===== config.mk =====
export PLATFORM = sky130hd
export DESIGN_NAME = line_point_generator_flat
export DESIGN_NICKNAME = d
export VERILOG_FILES = /design/src/rtl/core/lpg_pkg.sv /design/src/rtl/core/lpg_stream_if.sv /design/src/rtl/core/line_point_generator.sv /design/src/rtl/core/lpg_stepper.sv /design/src/flat_wrapper.sv
export VERILOG_INCLUDE_DIRS = /design/src /design/src/rtl/core
export SDC_FILE = /design/constraint.sdc
export NUM_CORES = 1
export LEC_CHECK = 0
export BUFFER_PORTS_ARGS = -buffer_cell sky130_fd_sc_hd__buf_2
export CAP_MARGIN = 20
export CORE_MARGIN = 4
export CORE_UTILIZATION = 40
export DETAILED_ROUTE_END_ITERATION = 16
export GPL_TIMING_DRIVEN = 0
export PLACE_DENSITY_LB_ADDON = 0.1
export SYNTH_ARGS = -nofsm -noshare
export SYNTH_HDL_FRONTEND = slang
export SYNTH_SLANG_ARGS = --single-unit

===== constraint.sdc =====
create_clock -name i_clk -period 9.5 [get_ports i_clk]
set_input_delay 0.475 -clock i_clk [delete_from_list [all_inputs] [get_ports i_clk]]
set_output_delay 0.475 -clock i_clk [all_outputs]
set_load 0.01 [all_outputs]

===== src/rtl/core/assert_macros.svh =====
// Assertion macros of the line point generator RTL.
`ifndef ASSERT_MACROS_SVH
`define ASSERT_MACROS_SVH

`ifndef SYNTHESIS
// Clocked check, ignored while reset is held
`define LPG_ASSERT(lbl, prop, msg) \
    lbl: assert property (@(posedge i_clk) disable iff (!i_rst_n) prop) else $error(msg);
// Clocked check that also holds through reset
`define LPG_ASSERT_ALWAYS(lbl, prop, msg) \
    lbl: assert property (@(posedge i_clk) prop) else $error(msg);
`else
`define LPG_ASSERT(lbl, prop, msg)
`define LPG_ASSERT_ALWAYS(lbl, prop, msg)
`endif

`endif


===== src/rtl/core/lpg_pkg.sv =====
// Types and constants of the line point generator.
`timescale 1ns / 1ps

package lpg_pkg;

    // Default internal coordinate width
    localparam int COORD_BITS_DEF = 8;

    // Field widths of the words
    typedef logic [7:0]  t_coord;
    typedef logic [15:0] t_ink;

    // Command codes
    typedef enum logic {
        OP_LOAD = 1'b0,
        OP_STEP = 1'b1
    } t_op;

    // Command word
    typedef struct packed {
        t_op    op;
        t_coord start_col;
        t_coord start_row;
        t_coord end_col;
        t_coord end_row;
        t_ink   ink;
    } t_lpg_in;

    // Point word
    typedef struct packed {
        t_coord point_col;
        t_coord point_row;
        t_ink   point_ink;
        logic   final_point;
    } t_lpg_out;

    // Axis and direction flags of the line in progress
    typedef struct packed {
        logic row_major;
        logic col_descend;
        logic row_descend;
    } t_lpg_dir;

endpackage


===== src/rtl/core/lpg_stream_if.sv =====
// Valid/ready stream interface carrying one word per handshake.
`timescale 1ns / 1ps

interface lpg_stream_if #(
    parameter type t_payload = logic
);
    logic     valid;
    logic     ready;
    t_payload payload;

    modport source (output valid, output payload, input ready);
    modport sink   (input valid, input payload, output ready);
endinterface


===== src/rtl/core/line_point_generator.sv =====
// Top level of the line point generator.
`timescale 1ns / 1ps
`include "assert_macros.svh"

// A load word latches both endpoints and a color and gives no point. Each
// step word after it gives the next pixel of the line, one point word per
// step, the last one flagged as the second endpoint; a step while idle gives
// nothing. Each command word is handled in one pass of the stepper between the
// line state registers and the output register, so a word can be taken at every
// clock edge while the point side keeps taking points. The command side is
// ready whenever the output register is empty or is being taken in the same
// cycle. Coordinates are held internally at COORD_BITS bits.
module line_point_generator #(
    parameter int COORD_BITS = lpg_pkg::COORD_BITS_DEF
) (
    input  logic                i_clk,
    input  logic                i_rst_n,
    lpg_stream_if.sink          i_cmd,
    lpg_stream_if.source        o_pnt
);

    // Line state
    logic [COORD_BITS-1:0] r_cur_col,   n_cur_col;
    logic [COORD_BITS-1:0] r_cur_row,   n_cur_row;
    logic [COORD_BITS-1:0] r_stop_col,  n_stop_col;
    logic [COORD_BITS-1:0] r_stop_row,  n_stop_row;
    logic [COORD_BITS-1:0] r_major_span, n_major_span;
    logic [COORD_BITS-1:0] r_minor_span, n_minor_span;
    logic [COORD_BITS-1:0] r_frac,      n_frac;
    lpg_pkg::t_lpg_dir     r_dir,       n_dir;
    logic                  r_busy,      n_busy;
    lpg_pkg::t_ink         r_ink,       n_ink;

    // Output register
    lpg_pkg::t_lpg_out     r_out,       n_out;
    logic                  r_out_valid, n_out_valid;

    lpg_pkg::t_lpg_in      cmd;
    logic                  cmd_acc;
    logic                  is_load;
    logic                  is_emit;
    logic [COORD_BITS-1:0] sc, sr, ec, er, dc, dr;
    logic                  ld_row_major;
    logic [COORD_BITS-1:0] stp_col, stp_row, stp_frac;
    logic                  stp_last;

    assign cmd         = i_cmd.payload;
    assign i_cmd.ready = !r_out_valid || o_pnt.ready;
    assign cmd_acc     = i_cmd.valid && i_cmd.ready;
    assign is_load     = cmd_acc && (cmd.op == lpg_pkg::OP_LOAD);
    assign is_emit     = cmd_acc && (cmd.op == lpg_pkg::OP_STEP) && r_busy;

    assign o_pnt.valid   = r_out_valid;
    assign o_pnt.payload = r_out;

    // Load setup: distances and axis choice
    always_comb begin
        sc = COORD_BITS'(cmd.start_col);
        sr = COORD_BITS'(cmd.start_row);
        ec = COORD_BITS'(cmd.end_col);
        er = COORD_BITS'(cmd.end_row);
        dc = (sc > ec) ? sc - ec : ec - sc;
        dr = (sr > er) ? sr - er : er - sr;
        ld_row_major = (dc == '0) || (dr > dc);
    end

    lpg_stepper #(
        .COORD_BITS (COORD_BITS)
    ) u_stepper (
        .i_cur_col    (r_cur_col),
        .i_cur_row    (r_cur_row),
        .i_stop_col   (r_stop_col),
        .i_stop_row   (r_stop_row),
        .i_major_span (r_major_span),
        .i_minor_span (r_minor_span),
        .i_frac       (r_frac),
        .i_dir        (r_dir),
        .o_nxt_col    (stp_col),
        .o_nxt_row    (stp_row),
        .o_nxt_frac   (stp_frac),
        .o_last       (stp_last)
    );

    // Next line state
    always_comb begin
        n_cur_col    = r_cur_col;
        n_cur_row    = r_cur_row;
        n_stop_col   = r_stop_col;
        n_stop_row   = r_stop_row;
        n_major_span = r_major_span;
        n_minor_span = r_minor_span;
        n_frac       = r_frac;
        n_dir        = r_dir;
        n_busy       = r_busy;
        n_ink        = r_ink;
        if (is_load) begin
            n_cur_col         = sc;
            n_cur_row         = sr;
            n_stop_col        = ec;
            n_stop_row        = er;
            n_dir.row_major   = ld_row_major;
            n_dir.col_descend = sc > ec;
            n_dir.row_descend = sr > er;
            n_major_span      = ld_row_major ? dr : dc;
            n_minor_span      = ld_row_major ? dc : dr;
            n_frac            = '0;
            n_ink             = cmd.ink;
            n_busy            = 1'b1;
        end else if (is_emit) begin
            if (stp_last) begin
                n_busy = 1'b0;
            end else begin
                n_cur_col = stp_col;
                n_cur_row = stp_row;
                n_frac    = stp_frac;
            end
        end
    end

    // Next output word
    always_comb begin
        n_out       = r_out;
        n_out_valid = r_out_valid && !o_pnt.ready;
        if (is_emit) begin
            n_out.point_col   = lpg_pkg::t_coord'(r_cur_col);
            n_out.point_row   = lpg_pkg::t_coord'(r_cur_row);
            n_out.point_ink   = r_ink;
            n_out.final_point = stp_last;
            n_out_valid       = 1'b1;
        end
    end

    // Control registers
    always_ff @(posedge i_clk) begin
        if (!i_rst_n) begin
            r_busy      <= 1'b0;
            r_out_valid <= 1'b0;
        end else begin
            r_busy      <= n_busy;
            r_out_valid <= n_out_valid;
        end
    end

    // Payload registers
    always_ff @(posedge i_clk) begin
        r_cur_col    <= n_cur_col;
        r_cur_row    <= n_cur_row;
        r_stop_col   <= n_stop_col;
        r_stop_row   <= n_stop_row;
        r_major_span <= n_major_span;
        r_minor_span <= n_minor_span;
        r_frac       <= n_frac;
        r_dir        <= n_dir;
        r_ink        <= n_ink;
        r_out        <= n_out;
    end

    // Checks
    `LPG_ASSERT(a_idle_step_silent, (cmd_acc && cmd.op == lpg_pkg::OP_STEP && !r_busy && o_pnt.ready) |=> !r_out_valid, "step while idle produced a point")
    `LPG_ASSERT(a_last_ends_line, (is_emit && stp_last && !is_load) |=> !r_busy, "line still busy after its final point")
    `LPG_ASSERT(a_load_starts_line, is_load |=> (r_busy && r_frac == '0), "load did not start a line")
    `LPG_ASSERT(a_frac_bound, r_busy |-> (r_frac < r_major_span || r_frac == '0), "error accumulator out of range")
    `LPG_ASSERT_ALWAYS(a_reset_empty, !i_rst_n |=> !r_out_valid, "output valid after reset")

endmodule


===== src/rtl/core/lpg_stepper.sv =====
// Next-point logic: advances the major axis and tracks the minor axis error.
`timescale 1ns / 1ps

module lpg_stepper #(
    parameter int COORD_BITS = lpg_pkg::COORD_BITS_DEF
) (
    input  logic [COORD_BITS-1:0] i_cur_col,
    input  logic [COORD_BITS-1:0] i_cur_row,
    input  logic [COORD_BITS-1:0] i_stop_col,
    input  logic [COORD_BITS-1:0] i_stop_row,
    input  logic [COORD_BITS-1:0] i_major_span,
    input  logic [COORD_BITS-1:0] i_minor_span,
    input  logic [COORD_BITS-1:0] i_frac,
    input  lpg_pkg::t_lpg_dir     i_dir,
    output logic [COORD_BITS-1:0] o_nxt_col,
    output logic [COORD_BITS-1:0] o_nxt_row,
    output logic [COORD_BITS-1:0] o_nxt_frac,
    output logic                  o_last
);

    logic [COORD_BITS-1:0] maj;
    logic [COORD_BITS-1:0] mnr;
    logic [COORD_BITS-1:0] maj_nxt;
    logic [COORD_BITS-1:0] mnr_nxt;
    logic                  maj_down;
    logic                  mnr_down;
    logic [COORD_BITS:0]   acc_up;
    logic [COORD_BITS:0]   acc_dn;

    // Pick major and minor coordinates
    always_comb begin
        o_last   = i_dir.row_major ? (i_cur_row == i_stop_row) : (i_cur_col == i_stop_col);
        maj      = i_dir.row_major ? i_cur_row : i_cur_col;
        mnr      = i_dir.row_major ? i_cur_col : i_cur_row;
        maj_down = i_dir.row_major ? i_dir.row_descend : i_dir.col_descend;
        mnr_down = i_dir.row_major ? i_dir.col_descend : i_dir.row_descend;
    end

    // Major moves by one; minor follows the error accumulator
    always_comb begin
        maj_nxt = maj_down ? maj - 1'b1 : maj + 1'b1;
        acc_up  = {1'b0, i_frac} + {1'b0, i_minor_span};
        acc_dn  = {1'b0, i_frac} + {1'b0, i_major_span} - {1'b0, i_minor_span};
        mnr_nxt = mnr;
        if (!mnr_down) begin
            if (acc_up >= {1'b0, i_major_span}) begin
                o_nxt_frac = COORD_BITS'(acc_up - {1'b0, i_major_span});
                mnr_nxt    = mnr + 1'b1;
            end else begin
                o_nxt_frac = COORD_BITS'(acc_up);
            end
        end else begin
            if (i_frac < i_minor_span) begin
                o_nxt_frac = COORD_BITS'(acc_dn);
                mnr_nxt    = mnr - 1'b1;
            end else begin
                o_nxt_frac = i_frac - i_minor_span;
            end
        end
    end

    // Map back to columns and rows
    always_comb begin
        o_nxt_col = i_dir.row_major ? mnr_nxt : maj_nxt;
        o_nxt_row = i_dir.row_major ? maj_nxt : mnr_nxt;
    end

endmodule


===== src/flat_wrapper.sv =====
// flat-port wrapper written by rule: the top's interface ports become plain ports
module line_point_generator_flat 
#(
    parameter int COORD_BITS = lpg_pkg::COORD_BITS_DEF
)
  (i_clk, i_rst_n, i_cmd_valid, i_cmd_payload, i_cmd_ready, o_pnt_valid, o_pnt_payload, o_pnt_ready);
  lpg_stream_if #(.t_payload(lpg_pkg::t_lpg_in)) i_cmd_i ();
  lpg_stream_if #(.t_payload(lpg_pkg::t_lpg_out)) o_pnt_i ();
  input  logic i_clk;
  input  logic i_rst_n;
  input wire logic [$bits(i_cmd_i.valid)-1:0] i_cmd_valid;
  input wire logic [$bits(i_cmd_i.payload)-1:0] i_cmd_payload;
  output wire logic [$bits(i_cmd_i.ready)-1:0] i_cmd_ready;
  output wire logic [$bits(o_pnt_i.valid)-1:0] o_pnt_valid;
  output wire logic [$bits(o_pnt_i.payload)-1:0] o_pnt_payload;
  input wire logic [$bits(o_pnt_i.ready)-1:0] o_pnt_ready;
  assign i_cmd_i.valid = i_cmd_valid;
  assign i_cmd_i.payload = i_cmd_payload;
  assign i_cmd_ready = i_cmd_i.ready;
  assign o_pnt_valid = o_pnt_i.valid;
  assign o_pnt_payload = o_pnt_i.payload;
  assign o_pnt_i.ready = o_pnt_ready;
  line_point_generator #(.COORD_BITS(COORD_BITS)) u_core (.i_clk(i_clk), .i_rst_n(i_rst_n), .i_cmd(i_cmd_i), .o_pnt(o_pnt_i));
endmodule

==> results.yml, run 1 <==
status:
  status: "finished clean"
timing:
  setup_viol: 0
  worst_pin_slew_ps: 980.1
  finalHoldViolations: 0
  fin_skew_ps: 15.51
  rsz0062_at_grt: "false"
  fin_crit_sh_pct: 50.81
  min_period_ps: 4827
  layout_setup_ws_ps: 4673
  fmax_mhz: 207.2
  slew_headroom_pct: 33.80
  hold_ws_ps: 292.5
  final_max_slew_viol_count: 0
  fin_setup_tns_ps: 0
die:
  rows: 51
  ios: 88
  die_w_um: 149.6
  start_util_pct: 40.95
  die_area_mm2: 0.02239
  coreArea_mm2: 0.01959
  die_y_um: 149.6
critical_path:
  cp.required_ps: 9580
  cp_num_buf_inv: 6
  path_max_fanout: 10
  slowest_stage: "a221o_1"
  end_kind: "flip-flop"
  crit_top_cell: "inv_1"
  worst_setup_path_start_kind: "primary input"
  crit_path_cell_trace: "buf_2 > inv_1 > ha_1 > inv_1 > fa_1 > a21o_1 > and4_1 > o21a_1 > buf_2 > a221o_1 > a221o_1 > a21oi_1 > xnor2_1 > inv_1 > ha_1 > nand3_1 > o21ai_0 > o21a_1 > clkbuf_1 > o22ai_1"
  cpPeakStageDelay_ps: 430
  timing.rr.start: "u_core.r_minor_span[1]"
  critical_path_class: "in -> reg"
  critPathTopFamily: "compound AO/OA/AOI/OAI gates"
  arrival_ps: 4910
  cp-startpoint: "i_cmd_payload[32]"
place:
  post-dp-hpwl_um: 16350
  dp_slack_ps: 4279
  gp_congestion: 0.9215
  portBuffers: 87
  placed_area_mm2: 0.008838
pwr:
  power.density_mw_per_mm2: 243.0
  finalPower_mw: 2.224
  leakagePower_nw: 3.933
  peakVddDrop_v: 0.0001099
clock_tree:
  clk_pin_slew_worst_paths_ps: 80
  cts_sinks: 110
  hold_buffers: 0
  cts_max_level: 3
  clockRootBuffer: "clkbuf_16"
  numCtsBuffers: 9
  cts_resized: 0
  tritoncts: "done"
  cts_buffer_depth: 2
  clk_latency_ps: 350
  postCtsSetupRepairBufs: 0
synth:
  ys_seq_area_share_pct: 39.93
  yosysWarningCount: 0
  synth_cells: 779
  synth_edf_count: 100
  syn_area_mm2: 0.008023
  synth_top_flop_cell: "edfxtp_1"
  synth_nets: 925
  ys_async_sr_fraction_pct: 0
  yosysUniqueCellTypes: 69
  synth_seq_cells: 110
  avgSynthCellArea_um2: 10.30
final_layout:
  fin_area_mm2: 0.009154
  syn2layout_area_growth_pct: 14.10
  fillers: 1886
  layout_common_cells: "105 x inv_1, 100 x edfxtp_1, 91 x buf_2"
  antenna_cells: 0
  drive_gt1_share_pct: 15.72
  fin_nets: 1025
  final_common_cell: "inv_1"
detailed_routing:
  first_iter_violations: 319
  viasPerCell: 5.247
  drtPass1Iterations: 5
  avgRoutedWirePerCell_um: 17.42
  routed_wl_um: 20010
  via_count: 6029
  route.detailed.drc: 0
  ant_nets: 0
global_route:
  grt_pass1_wl_um: 31570
  grt_pass1_vias: 6038
  grt_max_degree: 43
  grtUsageTotal_pct: 18.00
  grt.overflow.total: 0
  grt_antenna_before_repair: 0
worst_hold_path:
  hold_start: "i_cmd_payload[4]"
  worstHoldPathType: "in -> reg"
run:
  maxCapViolations: 0
-- per-layer routing --
metal / GRT usage [%] / part of all wire [%] / up-vias
li1: - / - / 2996
met1: 24.83 / 48 / 2865
met2: 29.25 / 45 / 143
met3: 2.847 / 4.6 / 25
met4: 5.538 / 2.0 / 0
met5: 0 / 0 / -
-- synth_stat cells, types with 7 or more instances --
| master | instances | share of area (%) |
|---|---|---|
| nor2_1 | 47 | 2.2 |
| nand3_1 | 15 | 0.94 |
| mux2i_1 | 26 | 3.2 |
| mux2_2 | 12 | 1.7 |
| o21ai_0 | 24 | 1.5 |
| nor3_1 | 13 | 0.81 |
| o31ai_1 | 9 | 0.84 |
| a21oi_1 | 42 | 2.6 |
| nand2_1 | 38 | 1.8 |
| nand2b_1 | 13 | 1.0 |
| o21bai_1 | 7 | 0.66 |
| inv_1 | 105 | 4.9 |
| clkbuf_1 | 13 | 0.61 |
| xor2_1 | 26 | 2.8 |
| a21o_1 | 12 | 1.1 |
| edfxtp_1 | 100 | 37 |
| xnor2_1 | 35 | 3.8 |
| ha_1 | 78 | 12 |
| dfxtp_1 | 10 | 2.5 |
| nor2b_1 | 9 | 0.70 |
| o22ai_1 | 11 | 0.86 |
| fa_1 | 15 | 3.7 |
| nand4_1 | 8 | 0.62 |
| a211oi_1 | 22 | 2.1 |
-- area by class of cell --
class                      count  area (um2)  share of cell area, %
sequential                   110        3203                  34.99
tap                          265       331.6                  3.622
clock inverter                 6       86.33                 0.9431
buffer                        20       81.33                 0.8885
multi-input combinational    543        4342                  47.43
clock buffer                  10       229.0                  2.501
timing repair buffer          89       483.0                  5.276
inverter                     106       397.9                  4.347
-- worst register-to-register path, stage by stage (launching register included) --
cell,delay [ps]
edfxtp_1,540
inv_1,80
ha_1,290
nand2b_1,100
a21oi_1,80
o21bai_1,130
a21o_1,190
nand2_1,90
or4b_2,590
nor3b_1,190
ha_1,340
nand4_1,100
nor3_1,210
nor3_1,110
a31oi_1,500
nand3_1,150
o31ai_1,400
mux2i_1,130
a221o_1,280
-- stage by stage --
step	utilization (%)	instances
6_report	46.73	1149
5_1_grt	46.73	1149
4_1_cts	46.73	1149
3_5_place_dp	45.12	1133
3_3_place_gp	44.87	1131
2_1_floorplan	-	779
-- registers in the layout, indices dropped and copies added (netlist names) --
| register | count |
|---|---|
| u_core.o_pnt.payload | 33 |
| u_core.r_ink | 16 |
| u_core.r_cur_col | 8 |
| u_core.r_cur_row | 8 |
| u_core.r_frac | 8 |
| u_core.r_major_span | 8 |
| u_core.r_minor_span | 8 |
| u_core.r_stop_col | 8 |
| u_core.r_stop_row | 8 |
| u_core.r_dir | 3 |
| u_core.o_pnt.valid | 1 |
| u_core.r_busy | 1 |
-- final timing paths --
kind	to	slack, ps	cells past startpoint
hold reg to reg	u_core.o_pnt.payload[6]	420	0
hold / removal	u_core.r_ink[4]	290	1
setup / recovery	u_core.r_major_span[2]	4670	20
setup reg to reg	u_core.r_cur_col[6]	4760	18
-- where the power goes --
| group | internal [mW] | switching, mW |
|---|---|---|
| clock | 0.212 | 0.185 |
| sequential | 0.607 | 0.0535 |
| combinational | 0.504 | 0.663 |
| total | 1.32 | 0.901 |
-- cell families after synthesis --
| family | synth area share, % |
|---|---|
| AOI/OAI and AO/OA | 15.13 |
| xor gates and xnor gates | 6.862 |
| adders and majority gates | 15.91 |
| buffers and inverters | 5.958 |
| DFF | 39.93 |
| muxes | 5.396 |
| and+or+nand+nor | 10.82 |
No activity file was read; power rests on OpenSTA's default activity.
==> run 2, diff against run 1 <==
==> constraint.sdc (replaced) <==
create_clock -name i_clk -period 4.8 [get_ports i_clk]
set_input_delay 0.24 -clock i_clk [delete_from_list [all_inputs] [get_ports i_clk]]
set_output_delay 0.24 -clock i_clk [all_outputs]
set_load 0.01 [all_outputs]
==> run 2 against run 1 <==
Against the previous run: routed wire length rose by 0.44%; via count rose by 0.41%; clock skew rose by 1.3 ps; largest power group unchanged; worst hold slack got worse by 230 ps; setup slack got worse by 4400 ps; sequential power rose by 98%; flip-flop and latch count did not move; cell area rose by 0.23%; register-to-register slack got worse by 4500 ps; utilization rose by 0.11 points; sequential share of layout area fell by 0.081 points; non-clock buffer count rose by 1.
==> results.yml, run 2 (same netlist as run 1, synthesis figures left out) <==
status:
  status: "finished clean"
global_route:
  grt_pass1_vias: 6038
  grtUsageTotal_pct: 18.00
  grt_pass1_wl_um: 31570
  grt_max_degree: 43
  grt_antenna_before_repair: 0
  grt.overflow.total: 0
pwr:
  power.density_mw_per_mm2: 481.7
  p_sw_share_pct: 40.51
  combinationalPowerShare_pct: 52.6
  peakVddDrop_v: 0.0002145
  p_int_mw: 2.629
  total_switching_power_mw: 1.790
  leakagePower_nw: 3.947
  finalPower_mw: 4.420
  pwr-share-clk_pct: 17.8
  power.share.sequential_pct: 29.6
clock_tree:
  cts_sinks: 110
  numCtsBuffers: 9
  clk_pin_slew_worst_paths_ps: 80
  cts_max_level: 3
  clockRootBuffer: "clkbuf_16"
  clk_latency_ps: 360
  tritoncts: "done"
  cts_buffer_depth: 2
die:
  die_area_mm2: 0.02239
  coreArea_mm2: 0.01959
  die_w_um: 149.6
  start_util_pct: 40.95
  ios: 88
  rows: 51
  die_y_um: 149.6
timing:
  hold_ws_ps: 59.16
  final_max_slew_viol_count: 0
  min_period_ps: 4516
  fmax_mhz: 221.4
  rsz0062_at_grt: "false"
  worst_pin_slew_ps: 1015
  slew_headroom_pct: 31.48
  fin_skew_ps: 16.83
  fin_crit_sh_pct: 94.08
  setup_viol: 0
  finalHoldViolations: 0
  fin_setup_tns_ps: 0
final_layout:
  layout_common_cells: "105 x inv_1, 100 x edfxtp_1, 91 x buf_2"
  drive_gt1_share_pct: 16.27
  final_common_cell: "inv_1"
  fin_nets: 1026
  antenna_cells: 0
  largest_reg_flops: 33
  syn2layout_area_growth_pct: 14.36
  final_cells: 1150
detailed_routing:
  via_count: 6054
  first_iter_violations: 342
  route.detailed.drc: 0
  drtPass1Iterations: 5
  routed_wl_um: 20100
  viasPerCell: 5.264
  ant_nets: 0
  avgRoutedWirePerCell_um: 17.48
worst_hold_path:
  worstHoldPathType: "in -> reg"
place:
  gp_congestion: 0.9215
  post-place-cells: 1133
  portBuffers: 87
  post-dp-hpwl_um: 16350
run:
  maxCapViolations: 0
critical_path:
  worst_setup_path_start_kind: "flip-flop"
  end_kind: "flip-flop"
  path_max_fanout: 6
  critical_path_class: "reg -> reg"
  cp.required_ps: 4910
  arrival_ps: 4620
## run 2: timing repair
item	4_1_cts	5_1_grt
endpoints found under the setup margin	0	12
buffers inserted	0	1
endpoints found under the hold margin	0	0
hold buffers	0	0
resized for setup	0	6
## run 2: final timing paths
kind	startpoint	to	slack, ps	depth (start not counted)
hold / removal	i_cmd_payload[4]	u_core.r_ink[4]	60	1
setup reg to reg	u_core.r_minor_span[1]	u_core.r_cur_row[4]	280	18
hold reg to reg	u_core.r_ink[5]	u_core.o_pnt.payload[6]	420	0
setup / recovery	u_core.r_minor_span[1]	u_core.r_cur_row[4]	280	18
## run 2: critical path: stages (launching register included)
cell and delay, ps:
edfxtp_1 540, inv_1 80, ha_1 290, nand2b_1 100, a21oi_1 80, o21bai_1 130, a21o_1 190, nand2_1 90
or4b_2 590, nor3b_1 190, ha_1 330, nand4_1 110, nor3_1 60, nor3_1 350, a31oi_2 260, a32oi_1 420
xnor2_1 110, a211oi_1 290, a21oi_1 70
## run 2: area by class of cell
cell class,count,area [um2]
timing repair buffer,90,490.5
tap,265,331.6
buffer,20,83.83
clock inverter,6,86.33
multi-input combinational,543,4353
fill,1882,10420
clock buffer,10,229.0
sequential,110,3203
inverter,106,397.9
## run 2: stage by stage
stage | instance area [um2] | util [%] | worst slack [ps]
after floorplan | 8023 | - | 621.6
final | 9175 | 46.84 | 284.3
after detailed placement | 8838 | 45.12 | -186.1
after global routing | 9175 | 46.84 | 21.08
after global placement | 8790 | 44.87 | -67.60
after CTS | 9154 | 46.73 | 74.23
## run 2: power groups by stage
| stage | Sequential, mW | Combinational, mW | Clock [mW] |
|---|---|---|---|
| floorplan | 1.29 | 1.81 | 0 |
| global placement | 1.33 | 2.27 | 0 |
| detailed placement | 1.33 | 2.30 | 0 |
| CTS | 1.31 | 2.32 | 0.808 |
| global route | 1.32 | 2.62 | 0.852 |
| finish | 1.31 | 2.33 | 0.786 |
## run 2: per-layer routing
| layer | vias up | global-route usage, % | routed length (um) |
|---|---|---|---|
| met1 | 2880 | 24.83 | 9568 |
| li1 | 2988 | - | - |
| met3 | 26 | 2.847 | 986 |
| met4 | 0 | 5.538 | 482 |
| met5 | - | 0 | 0 |
| met2 | 160 | 29.25 | 9061 |
==> run 3, diff against run 2 <==
--- a/config.mk
+++ b/config.mk
@@ -6,6 +6,7 @@
 export SDC_FILE = /design/constraint.sdc
 export NUM_CORES = 1
 export LEC_CHECK = 0
+export ABC_AREA = 1
 export BUFFER_PORTS_ARGS = -buffer_cell sky130_fd_sc_hd__buf_2
 export CAP_MARGIN = 20
 export CORE_MARGIN = 4
==> run 3 against run 2 <==
Against the previous run: flip-flop and latch count unchanged; cell area up 9.9%; synthesized cell count up 54%; register-to-register slack better by 530 ps; area after synthesis up 12%; die area up 11%; non-clock buffer count up 10; sequential share of layout area down 3.1 points; largest cell class unchanged.
==> results.yml, run 3 <==
synth:
  avgSynthCellArea_um2: 7.444
  synth_simple_gate_area_share_pct: 26.88
  synth_cells: 1202
  synth_largest_area_cell: "edfxtp_1"
  synth_nets: 1348
  syn_area_mm2: 0.008947
  synth_xor_area_share_pct: 4.307
  synth_compound_area_share_pct: 8.237
  synth_top_family_by_area: "simple AND/OR/NAND/NOR gates"
  synthAdderAreaFrac_pct: 14.26
  synth.most_common_cell: "nand2_1"
  ys_seq_area_share_pct: 35.80
  yosysWarningCount: 0
  synth_seq_cells: 110
  yosys.area.top_type_share_pct: 33.56
  synth_mux_area_share_pct: 0
  yosys-top-cells-area: "edfxtp_1 34%, nand2_1 16%, ha_1 11%, inv_1 8.6%, nand3_1 5.3%"
  synth_common_cells: "391 x nand2_1, 206 x inv_1, 100 x edfxtp_1"
  yosysUniqueCellTypes: 37
  ys_async_sr_fraction_pct: 0
  synth_edf_count: 100
  synth_top_flop_cell: "edfxtp_1"
timing:
  finalHoldViolations: 0
  fin_setup_tns_ps: 0
  rsz0062_at_grt: "false"
  fin_skew_ps: 11.53
  worst_pin_slew_ps: 819.1
  final_max_slew_viol_count: 0
  setup_viol: 0
  fmax_mhz: 250.9
  fin_crit_sh_pct: 83.04
  slew_headroom_pct: 45.39
  min_period_ps: 3986
global_route:
  grt_util_met2_pct: 32.91
  grt_max_degree: 61
  grtUsageTotal_pct: 19.58
  grt_pass1_vias: 7249
  use_met3_pct: 2.695
  busiest_layer: "met2"
  grt_pass1_wl_um: 37800
  grtUsageMet1_pct: 27.27
  grt_antenna_before_repair: 0
  grt.overflow.total: 0
final_layout:
  final_core_util_pct: 46.05
  final_cells: 1587
  largest_reg_flops: 33
  layout_common_cells: "391 x nand2_1, 206 x inv_1, 102 x buf_2"
  syn2layout_area_growth_pct: 12.67
  final_common_cell: "nand2_1"
  fin_nets: 1448
  drive_gt1_share_pct: 11.40
  antenna_cells: 0
clock_tree:
  clk_pin_slew_worst_paths_ps: 80
  cts_max_level: 3
  clockRootBuffer: "clkbuf_16"
  cts_sinks: 110
  cts_resized: 0
  hold_buffers: 0
  postCtsSetupRepairBufs: 0
  clk_latency_ps: 370
  cts_buffer_depth: 2
  tritoncts: "done"
  numCtsBuffers: 9
die:
  start_util_pct: 40.87
  coreArea_mm2: 0.02189
  die_y_um: 157.6
  die_area_mm2: 0.02483
  rows: 54
  die_w_um: 157.6
  ios: 88
detailed_routing:
  ant_nets: 0
  avgRoutedWirePerCell_um: 15.15
  routed_wl_um: 24040
  via_count: 7739
  drtPass1Iterations: 5
  viasPerCell: 4.876
  route.detailed.drc: 0
  first_iter_violations: 542
pwr:
  combinationalPowerShare_pct: 53.9
  power.share.sequential_pct: 28.6
  leakagePower_nw: 5.221
  peakVddDrop_v: 0.0001840
  pwr-share-clk_pct: 17.5
  p_int_mw: 2.420
  p_sw_share_pct: 45.77
  total_switching_power_mw: 2.042
  power.density_mw_per_mm2: 442.6
critical_path:
  critical_path_class: "reg -> reg"
  path_max_fanout: 10
  worst_setup_path_start_kind: "flip-flop"
  cp.required_ps: 4930
  end_kind: "flip-flop"
  arrival_ps: 4120
place:
  portBuffers: 87
  post-place-cells: 1571
  post-dp-hpwl_um: 19640
  gp_congestion: 0.9094
status:
  status: "finished clean"
run:
  maxCapViolations: 0
worst_hold_path:
  worstHoldPathType: "in -> reg"
-- run 3: final timing paths --
check                                            start                 endpoint  slack [ps]  cells past startpoint
worst min-delay path                  i_cmd_payload[0]          u_core.r_ink[0]          40                      1
worst max-delay path            u_core.r_minor_span[0]      u_core.r_cur_col[6]         810                     22
worst max register to register  u_core.r_minor_span[0]      u_core.r_cur_col[6]         810                     22
worst min register to register         u_core.r_ink[7]  u_core.o_pnt.payload[8]         420                      0
-- run 3: cells by family after synthesis --
family	after synthesis
flops	110
fa+ha+maj	93
compound gates	137
xor+xnor	44
simple gates	577
buf+inv	241
-- run 3: stage by stage --
| stage | cell area, um2 | setup slack (ps) | hold WS, ps | total power, mW |
|---|---|---|---|---|
| detailed placement | 9769 | 726.2 | 406.6 | 3.686 |
| global route | 10080 | 507.6 | 20.54 | 4.892 |
| CTS | 10080 | 837.1 | 27.16 | 4.483 |
| floorplan | 8947 | 1505 | 337.6 | 3.073 |
| finish | 10080 | 813.9 | 40.50 | 4.462 |
| global placement | 9733 | 291.8 | 400.2 | 3.662 |
-- run 3: worst max-delay path, stage by stage, from the launching register on --
cell and delay (ps):
edfxtp_1 490, ha_1 270, fa_1 410, nand3_1 120
nand2_1 80, nand2_1 90, o21ai_0 90, or2_2 280
nand2_1 90, inv_1 50, ha_1 320, nand2_1 80
nor2_1 140, nand4_1 90, nand2_1 100, nor2_1 60
nand2_1 200, buf_2 280, o21ai_0 110, nand2_1 90
nand3_1 110, nand2_1 140, nand2_1 60
-- run 3: routing by layer --
metal	routed length, um	vias up
met4	204	0
met5	0	-
met2	11180	134
li1	-	4050
met3	853	14
met1	11800	3541
-- run 3: final cells by class --
class	count	area, um2
Buffer	31	153.9
Clock buffer	9	225.2
Clock inverter	7	86.33
Fill cell	2311	11810
Inverter	210	790.8
Multi-Input combinational cell	851	4803
Sequential cell	110	3203
Tap cell	280	350.3
Timing Repair Buffer	89	467.9
-- run 3: power groups by stage --
stage	registers (mW)	clock network, mW	logic [mW]
6_report	1.27	0.782	2.41
5_1_grt	1.29	0.843	2.76
4_1_cts	1.27	0.805	2.40
3_5_place_dp	1.30	0	2.39
3_3_place_gp	1.29	0	2.37
2_1_floorplan	1.26	0	1.81
